File: src/sv/kmp_pkg.sv
// Shared constants, types and command codes for the KMP pattern match counter.
package kmp_pkg;

  localparam int MAX_PATTERN = 64;
  localparam int LEN_W       = $clog2(MAX_PATTERN + 1);
  localparam int CHAR_W      = 8;
  localparam int CNT_W       = 32;

  localparam int IN_DATA_W   = 8;
  localparam int IN_USER_W   = 2;
  localparam int OUT_DATA_W  = 40;

  localparam int OUT_HIT_BIT = 0;
  localparam int OUT_CNT_LSB = 1;
  localparam int OUT_CNT_MSB = OUT_CNT_LSB + CNT_W - 1;
  localparam int OUT_OVF_BIT = OUT_CNT_MSB + 1;
  localparam int OUT_PAD_W   = OUT_DATA_W - OUT_OVF_BIT - 1;

  typedef enum logic [IN_USER_W-1:0] {
    FUNC_CLEAR  = 2'd0,
    FUNC_APPEND = 2'd1,
    FUNC_TEXT   = 2'd2
  } func_t;

  typedef logic [LEN_W-1:0] len_t;
  typedef logic [CNT_W-1:0] cnt_t;

  typedef struct packed {
    logic clr_act;
    logic text_step;
    logic wr_en;
    logic in_use;
    logic is_last;
  } cell_ctrl_t;

endpackage

File: src/sv/kmp_pattern_match_counter_top.sv
// Top level: command decode, row of matcher cells, saturating count, output register.
// Each result is registered and appears on the output in the cycle after its request is accepted.
// Throughput: one request per cycle while the output is not stalled; every cell compares its byte in parallel and
// hands its partial-match bit to the next cell, so no failure-link walk is needed.
// Reset clears the pattern length, all partial matches, the count and the output
// valid; pattern bytes are not cleared and are only read below the pattern length.
module kmp_pattern_match_counter_top import kmp_pkg::*; (
  input  logic                  clk,
  input  logic                  rst_n,
  input  logic                  in_tvalid,
  output logic                  in_tready,
  input  logic [IN_DATA_W-1:0]  in_tdata,   // [7:0] char_value
  input  logic [IN_USER_W-1:0]  in_tuser,   // [1:0] func
  output logic                  out_tvalid,
  input  logic                  out_tready,
  output logic [OUT_DATA_W-1:0] out_tdata   // [0] match_found, [32:1] match_count,
                                            // [33] pattern_overflow, [39:34] zero
);

  logic                  in_acc;
  func_t                 func;
  logic                  cmd_clear;
  logic                  cmd_append;
  logic                  cmd_text;
  logic                  full;
  logic                  append_ok;

  len_t                  len_r;
  len_t                  len_nxt;
  cnt_t                  count_r;
  cnt_t                  count_nxt;
  logic                  out_valid_r;
  logic                  out_valid_nxt;
  logic [OUT_DATA_W-1:0] out_data_r;
  logic [OUT_DATA_W-1:0] out_data_nxt;

  logic [MAX_PATTERN-1:0] act_vec;
  logic [MAX_PATTERN-1:0] hit_vec;
  logic                   hit_any;

  assign in_tready = ~out_valid_r | out_tready;
  assign in_acc    = in_tvalid & in_tready;
  assign func      = func_t'(in_tuser);

  always_comb begin
    cmd_clear  = 1'b0;
    cmd_append = 1'b0;
    cmd_text   = 1'b0;
    case (func)
      FUNC_CLEAR:  cmd_clear  = in_acc;
      FUNC_APPEND: cmd_append = in_acc;
      FUNC_TEXT:   cmd_text   = in_acc;
      default: ;
    endcase
  end

  assign full      = (len_r == LEN_W'(MAX_PATTERN));
  assign append_ok = cmd_append & ~full;

  for (genvar i = 0; i < MAX_PATTERN; i++) begin : g_cell
    cell_ctrl_t ctrl;
    logic       prev_act;

    always_comb begin
      // a new pattern byte restarts matching from scratch
      ctrl.clr_act   = cmd_clear | append_ok;
      ctrl.text_step = cmd_text;
      ctrl.wr_en     = append_ok & (len_r == LEN_W'(i));
      ctrl.in_use    = (LEN_W'(i) < len_r);
      ctrl.is_last   = (LEN_W'(i + 1) == len_r);
    end

    if (i == 0) begin : g_head
      assign prev_act = 1'b1;
    end else begin : g_link
      assign prev_act = act_vec[i-1];
    end

    kmp_cell u_cell (
      .clk      (clk),
      .rst_n    (rst_n),
      .ctrl     (ctrl),
      .char_in  (in_tdata[CHAR_W-1:0]),
      .prev_act (prev_act),
      .act      (act_vec[i]),
      .hit      (hit_vec[i])
    );
  end

  assign hit_any = |hit_vec;

  always_comb begin
    len_nxt = len_r;
    if (cmd_clear) begin
      len_nxt = '0;
    end else if (append_ok) begin
      len_nxt = len_r + LEN_W'(1);
    end
  end

  always_comb begin
    count_nxt = count_r;
    if (cmd_clear) begin
      count_nxt = '0;
    end else if (hit_any && (count_r != '1)) begin
      count_nxt = count_r + CNT_W'(1);
    end
  end

  always_comb begin
    out_data_nxt = {{OUT_PAD_W{1'b0}}, cmd_append & full, count_nxt, hit_any};
    out_valid_nxt = out_valid_r;
    if (in_acc) begin
      out_valid_nxt = 1'b1;
    end else if (out_tready) begin
      out_valid_nxt = 1'b0;
    end
  end

  always_ff @(posedge clk) begin
    if (!rst_n) begin
      len_r       <= '0;
      count_r     <= '0;
      out_valid_r <= 1'b0;
    end else begin
      len_r       <= len_nxt;
      count_r     <= count_nxt;
      out_valid_r <= out_valid_nxt;
    end
  end

  always_ff @(posedge clk) begin
    if (in_acc) begin
      out_data_r <= out_data_nxt;
    end
  end

  assign out_tvalid = out_valid_r;
  assign out_tdata  = out_data_r;

endmodule

File: src/sv/kmp_cell.sv
// One matcher cell: holds one pattern byte and the partial-match bit ending there.
module kmp_cell import kmp_pkg::*; (
  input  logic              clk,
  input  logic              rst_n,
  input  cell_ctrl_t        ctrl,
  input  logic [CHAR_W-1:0] char_in,
  input  logic              prev_act,
  output logic              act,
  output logic              hit
);

  logic [CHAR_W-1:0] byte_r;
  logic              act_r;
  logic              act_nxt;
  logic              match_now;

  // prefix ending at the previous cell extends through this byte
  assign match_now = ctrl.in_use & prev_act & (byte_r == char_in);

  always_comb begin
    act_nxt = act_r;
    if (ctrl.clr_act) begin
      act_nxt = 1'b0;
    end else if (ctrl.text_step) begin
      act_nxt = match_now;
    end
  end

  assign hit = ctrl.text_step & ctrl.is_last & match_now;
  assign act = act_r;

  always_ff @(posedge clk) begin
    if (!rst_n) begin
      act_r <= 1'b0;
    end else begin
      act_r <= act_nxt;
    end
  end

  always_ff @(posedge clk) begin
    if (ctrl.wr_en) begin
      byte_r <= char_in;
    end
  end

endmodule

File: config.mk
export PLATFORM = sky130hd
export DESIGN_NAME = kmp_pattern_match_counter_top
export DESIGN_NICKNAME = d
export VERILOG_FILES = /design/src/sv/kmp_pkg.sv /design/src/sv/kmp_pattern_match_counter_top.sv /design/src/sv/kmp_cell.sv
export SDC_FILE = /design/constraint.sdc
export NUM_CORES = 1
export LEC_CHECK = 0
export BUFFER_PORTS_ARGS = -buffer_cell sky130_fd_sc_hd__buf_2
export CORE_MARGIN = 3
export CORE_UTILIZATION = 50
export CTS_CLUSTER_DIAMETER = 200
export DETAILED_ROUTE_END_ITERATION = 6
export PLACE_DENSITY = 0.68
export SLEW_MARGIN = 10
export SYNTH_ARGS = -nofsm -noshare
export SYNTH_HDL_FRONTEND = slang
export SYNTH_HIERARCHICAL = 1
export SYNTH_SLANG_ARGS = --single-unit
File: constraint.sdc
create_clock -name clk -period 10.9 [get_ports clk]
set_clock_uncertainty 0.15 [all_clocks]
set_input_delay 1.09 -clock clk [delete_from_list [all_inputs] [get_ports clk]]
set_output_delay 1.09 -clock clk [all_outputs]
set_load 0.01 [all_outputs]
==> results of run 1 <==
[flip-flops by register name, summed over array words and instances (netlist names)]
| register | count |
|---|---|
| out_tdata | 34 |
| g_cell.u_cell/act | 63 |
| out_tvalid | 1 |
| count_r | 32 |
| g_cell.u_cell/byte_r | 512 |
| len_r | 7 |
[worst max-delay path, cell delays in order (launching register included)]
cell and delay, ns:
dfxtp_1 0.31, buf_4 0.23, nor3_2 0.17, buf_4 0.31, inv_1 0.37, nor2_1 0.61, nand2_1 0.15, nand3_1 0.17
nor4_2 0.09, and4_1 0.21, nor4_1 0.55, nand4_1 0.43, nor4_2 0.40, buf_4 0.41, nor4b_1 0.15, nand2b_1 0.18
mux2_1 0.34
[cell usage in the layout (no fill, tap or decap), types with 3 or more instances in the layout]
master and instances:
a21o_1 3, a21oi_1 25, a32oi_1 63, and2_1 10
and3_1 11, and4_1 68, buf_2 41, buf_4 33
buf_6 8, bufinv_16 8, clkbuf_1 16, clkbuf_16 73
clkbuf_8 7, clkinv_1 7, clkinv_2 11, conb_1 7
dfxtp_1 103, edfxtp_1 546, ha_1 5, inv_1 78
nand2_1 65, nand2b_1 5, nand3_1 80, nand4_1 10
nor2_1 253, nor2b_1 6, nor3_1 18, nor3_2 72
nor3b_2 64, nor4_1 25, nor4_2 67, nor4b_1 4
o21ai_0 12, o21bai_1 11, or2_2 3, or3_1 7
xnor2_1 33, xor2_1 513
[where the power goes]
group | switching (W) | total (W) | internal, W
clock network | 0.000952 | 0.00242 | 0.00147
logic | 0.000188 | 0.000257 | 0.0000698
registers | 0.00000396 | 0.00270 | 0.00269
[worst max path at each step]
stage | start | to
floorplan | out_tready | out_tdata[10]$_DFFE_PP_
global placement | in_tdata[0] | count_r[14]$_SDFF_PN0_
detailed placement | in_tdata[0] | count_r[14]$_SDFF_PN0_
CTS | len_r[4]$_SDFFE_PP0P_ | count_r[14]$_SDFF_PN0_
global route | out_tready | count_r[14]$_SDFF_PN0_
finish | len_r[4]$_SDFFE_PP0P_ | count_r[14]$_SDFF_PN0_
[area by class of cell]
class,instances,share of cell area [%]
Tap cell,773,2.864
Multi-Input combinational cell,1462,32.85
Clock inverter,32,1.145
Antenna cell,2,0.01482
Clock buffer,96,5.873
Sequential cell,649,54.66
Timing Repair Buffer,84,1.727
Inverter,78,0.8671
[per-stage QoR]
step / hold slack (ns) / utilization [%] / area (µm²)
finish: 0.4111 / 57.11 / 33770
global route: 0.4480 / 57.10 / 33760
CTS: 0.4072 / 57.09 / 33760
detailed placement: 0.3898 / 53.08 / 31390
global placement: 0.3778 / 53.07 / 31380
floorplan: 0.3606 / - / 30010
[per-layer routing]
metal  track usage [%]  wire, µm  up-vias
li1                  -         -     8344
met1             32.04     31190     9189
met2             37.73     34490      644
met3             3.900      4972      137
met4             8.520      2339        0
met5                 0         0        -
==> flow_summary_export.csv, run 1 <==
group,metric,value,unit
grt,grt_pass1_vias,18681,
clock_network,cts_setup_buffers,0,
routing,wl_per_cell,22.98,µm
cells_and_area,nNetsFinal,2364,
worst_setup_path,critPathArrivalTime,5.73,ns
min_path,holdPathStages,2,
clock_network,path_clk_slew,0.06,ns
placement,dpl.hpwl,44.32,mm
power_and_ir_drop,p_total,0.005376,W
sta,max_freq,0.1852,GHz
run,max_cap_viol_count,0,
routing,wirelength,72.99,mm
placement,portBuffers,49,
sta,post-route-min-period,5.401,ns
sta,hold_viol_final,0,
synth,ys_warn_count,6,
power_and_ir_drop,vdd_drop_max,0.0001339,V
worst_setup_path,r2r_end,"count_r[14]$_SDFF_PN0_",
grt,grt_max_degree,86,
sta,maxSlewHeadroom,20.60,%
clock_network,cts_tree,"built",
sta,setup_violations,0,
routing,vias,18314,
sta,rsz0062_at_grt,"no",
routing,drcViolationCount,0,
run_status,status,"complete, no violations",
floorplanning,rows,89,
clock_network,clkSinkCount,649,
clock_network,cts_resized,0,
floorplanning,die_h,250.9,µm
worst_setup_path,rrSetupSlack,5.50,ns
cells_and_area,multi_input_area,0.01109,mm²
cells_and_area,final_cells,3176,
floorplanning,die_area,0.06295,mm²
min_path,hold_path_class,"register to register",
floorplanning,core,0.05913,mm²
min_path,hp-start,"count_r[18]$_SDFF_PN0_",
worst_setup_path,worstReg2RegStart,"len_r[4]$_SDFFE_PP0P_",
cells_and_area,area_growth,12.60,%
cells_and_area,num-fill-cells,4631,
power_and_ir_drop,leakagePower,11.31,nW
cells_and_area,seq_area,0.01846,mm²
worst_setup_path,path_class,"register to register",
synth,syn_avg_cell_area,13.44,µm²
sta,worst_slew_pin_slew,1.179,ns
clock_network,numCtsBuffers,70,
min_path,min_to,"count_r[18]$_SDFF_PN0_",
synth,syn_area,0.02999,mm²
sta,setup_ws,5.499,ns
power_and_ir_drop,power_density,159.2,mW/mm²
clock_network,clk_path_buf_depth,3,
grt,antenna_found_initial,1,
clock_network,h-tree-depth,3,
worst_setup_path,cp-end-kind,"register",
sta,drv_slew,0,
routing,drtAntennaViolNets,0,
synth,syn_inst,2232,
routing,drtPass1Iterations,5,
worst_setup_path,worstRegToRegCells,16,
placement,pre_cts_slack,4.961,ns
clock_network,cts-root-buf,"clkbuf_16",
sta,fin_crit_sh,49.55,%
grt,grt_use_total,23.32,%
routing,vias_per_cell,5.766,
cells_and_area,drive_gt1_share,16.83,%
worst_setup_path,cp_max_fo,31,
grt,grt_pass1_wl,112.6,mm
grt,grt_overflow_total,0,
worst_setup_path,crit_path_start_kind,"register",
placement,placedCellCount,3046,
floorplanning,start_util,50.72,%
clock_network,worstSkewPairLatency,0.61,ns
floorplanning,die_w,250.9,µm
worst_setup_path,required,11.23,ns
sta,finalSetupTns,0,ns
floorplanning,pin_count,56,
routing,drt_iter0_drc,1692,
clock_network,hold_buffers,0,
placement,gp_congestion,0.8619,
(Power assumes the default switching activity.)
==> run 2: changes to the inputs <==
--- a/config.mk
+++ b/config.mk
@@ -5,12 +5,13 @@
 export SDC_FILE = /design/constraint.sdc
 export NUM_CORES = 1
 export LEC_CHECK = 0
+export ABC_AREA = 1
 export BUFFER_PORTS_ARGS = -buffer_cell sky130_fd_sc_hd__buf_2
 export CORE_MARGIN = 3
 export CORE_UTILIZATION = 50
 export CTS_CLUSTER_DIAMETER = 200
 export DETAILED_ROUTE_END_ITERATION = 6
-export PLACE_DENSITY = 0.68
+export PLACE_DENSITY = 0.66
 export SLEW_MARGIN = 10
 export SYNTH_ARGS = -nofsm -noshare
 export SYNTH_HDL_FRONTEND = slang
==> constraint.sdc (replaced) <==
create_clock -name clk -period 5.5 [get_ports clk]
set_clock_uncertainty 0.15 [all_clocks]
set_input_delay 0.55 -clock clk [delete_from_list [all_inputs] [get_ports clk]]
set_output_delay 0.55 -clock clk [all_outputs]
set_load 0.01 [all_outputs]
==> run 2 against run 1 <==
Effect of this change: register-to-register slack worse by 4.4 ns; synthesized area up 17%; sequential power increased by 98%; utilization is 0.14 points higher; fmax is 22% higher; critical endpoint is now out_tdata[21]$_DFFE_PP_; clock-buffer cell count rose by 11; routed wire length increased by 19%; largest power group unchanged; worst setup slack worse by 4.4 ns; critical path type unchanged; global-route usage grew 0.14 points; critical path depth increased by 4.
==> flow_summary_export.csv, run 2 <==
group,metric,value,unit
placement,gp_congestion,0.8924,
grt,grt_pass1_wl,136.6,mm
worst_setup_path,worstReg2RegStart,"len_r[2]$_SDFFE_PP0P_",
sta,fin_crit_sh,80.60,%
worst_setup_path,path_class,"register to register",
worst_setup_path,cp_cell_sequence,"nor2_1, buf_4, nand2_1, o21ai_0, o21ai_0, inv_1, nor2_2, nand3_1, nor3_2, nor2_1, nand2_1, nor2_1, nand2_1, nor2_1, nand2_1, buf_4, nand2_4, nand2_1, nand3_1, inv_1",
worst_setup_path,cp_max_fo,32,
clock_network,hold_buffers,0,
worst_setup_path,worstRegToRegCells,20,
clock_network,numCtsBuffers,71,
clock_network,path_clk_slew,0.06,ns
routing,drcViolationCount,0,
placement,portBuffers,49,
floorplanning,pin_count,56,
grt,grt_use_total,23.46,%
placement,dpl.hpwl,56.19,mm
synth,syn_area,0.03519,mm²
synth,syn_avg_cell_area,8.914,µm²
floorplanning,start_util,50.86,%
sta,finalSetupTns,0,ns
routing,wl_per_cell,17.04,µm
sta,post-route-min-period,4.433,ns
power_and_ir_drop,leakagePower,14.01,nW
cells_and_area,area_growth,12.54,%
worst_setup_path,crit_buf_inv,4,
clock_network,clk_path_buf_depth,3,
worst_setup_path,crit_start,"len_r[2]$_SDFFE_PP0P_",
floorplanning,die_area,0.07360,mm²
worst_setup_path,worst_path_most_repeated_cell,"nand2_1",
grt,antenna_found_initial,2,
floorplanning,die_w,271.3,µm
clock_network,cts-root-buf,"clkbuf_16",
sta,hold_viol_final,0,
grt,grt_pass1_vias,24545,
synth,syn_inst,3948,
min_path,hold_path_class,"primary input to register",
clock_network,h-tree-depth,3,
run,max_cap_viol_count,0,
routing,wirelength,86.94,mm
min_path,min_to,"out_tvalid$_SDFFE_PN0P_",
cells_and_area,final_cell_mix,"nand2_1, edfxtp_1, inv_1",
cells_and_area,mostFrequentLayoutCell,"nand2_1",
power_and_ir_drop,power_density,273.4,mW/mm²
clock_network,cts_setup_buffers,0,
floorplanning,die_h,271.3,µm
sta,maxSlewHeadroom,13.77,%
sta,setup_violations,0,
min_path,holdPathStages,4,
cells_and_area,drive_gt1_share,10.89,%
cells_and_area,largest_register,"g_cell.u_cell/byte_r",
routing,vias_per_cell,5.080,
grt,grt_overflow_total,0,
cells_and_area,num-fill-cells,6047,
min_path,hp-start,"out_tready",
sta,drv_slew,0,
routing,drt_iter0_drc,2131,
routing,vias,25924,
worst_setup_path,crit_path_start_kind,"register",
worst_setup_path,rrSetupSlack,1.07,ns
sta,worst_slew_pin_slew,1.284,ns
worst_setup_path,critPathArrivalTime,4.65,ns
worst_setup_path,critPathTopFamily,"simple AND/OR/NAND/NOR gates",
run_status,status,"complete, no violations",
worst_setup_path,cpMaxStageDelayCell,"o21ai_0",
power_and_ir_drop,p_total,0.01083,W
floorplanning,core,0.06919,mm²
floorplanning,rows,96,
synth,ys_warn_count,6,
worst_setup_path,slowest_delay,0.52,ns
worst_setup_path,r2r_end,"out_tdata[21]$_DFFE_PP_",
sta,rsz0062_at_grt,"no",
worst_setup_path,cp-end-kind,"register",
clock_network,cts_tree,"built",
cells_and_area,nNetsFinal,4130,
grt,grt_max_degree,114,
routing,drtPass1Iterations,5,
clock_network,clkSinkCount,649,
power_and_ir_drop,vdd_drop_max,0.0002358,V
cells_and_area,largest_reg_flops,512,
worst_setup_path,required,5.72,ns
clock_network,cts_resized,0,
routing,drtAntennaViolNets,0,
clock_network,worstSkewPairLatency,0.61,ns
cells_and_area,fin_util,57.24,%
sta,max_freq,0.2256,GHz
==> run 2: final cells by class <==
class	count	area [µm²]	share of cell area (%)
diodes	2	5.005	0.01264
clock buffers	107	2110	5.327
clock inverters	25	211.5	0.5339
inverters	549	2061	5.203
multi-input cells	2709	14500	36.61
flip-flops and latches	649	18460	46.61
well taps	931	1165	2.941
repair buffers	131	1096	2.768
==> run 2: worst min-delay path, cell delays in order <==
cell and delay (ns):
buf_2 0.07, inv_1 0.03, nand2_1 0.08, a21oi_1 0.07
==> run 2: worst max-delay path by stage <==
stage                                    endpoint  cells after the start
final                     out_tdata[21]$_DFFE_PP_                     20
after global routing      out_tdata[21]$_DFFE_PP_                     22
after CTS                 out_tdata[21]$_DFFE_PP_                     22
after detailed placement  out_tdata[31]$_DFFE_PP_                     22
after global placement    out_tdata[29]$_DFFE_PP_                     20
after floorplan           out_tdata[18]$_DFFE_PP_                     18
==> run 2: power breakdown <==
group | internal [W] | switching [W] | leakage (nW)
combinational | 0.000248 | 0.000511 | 7.09
clock | 0.00280 | 0.00192 | 1.14
sequential | 0.00534 | 0.00000799 | 5.78
==> run 2: routing by layer <==
layer / GRT usage [%] / routed length, µm / share of wire (%) / vias up
met2: 38.36 / 39620 / 46 / 754
met4: 6.382 / 2038 / 2.3 / 0
met3: 4.216 / 5914 / 6.8 / 142
met5: 0 / 0 / 0 / -
li1: - / - / - / 12929
met1: 32.26 / 39360 / 45 / 12099
==> run 2: per-stage QoR <==
step	hold WS [ns]	worst slack (ns)	instances	instance area (µm²)
final	0.1019	1.067	5103	39600
after global routing	0.1226	0.7408	5101	39600
after CTS	0.07287	1.133	5101	39580
after detailed placement	0.3145	1.144	4969	37260
after global placement	0.3118	1.109	4969	37260
after floorplan	0.3052	0.4196	3953	35220
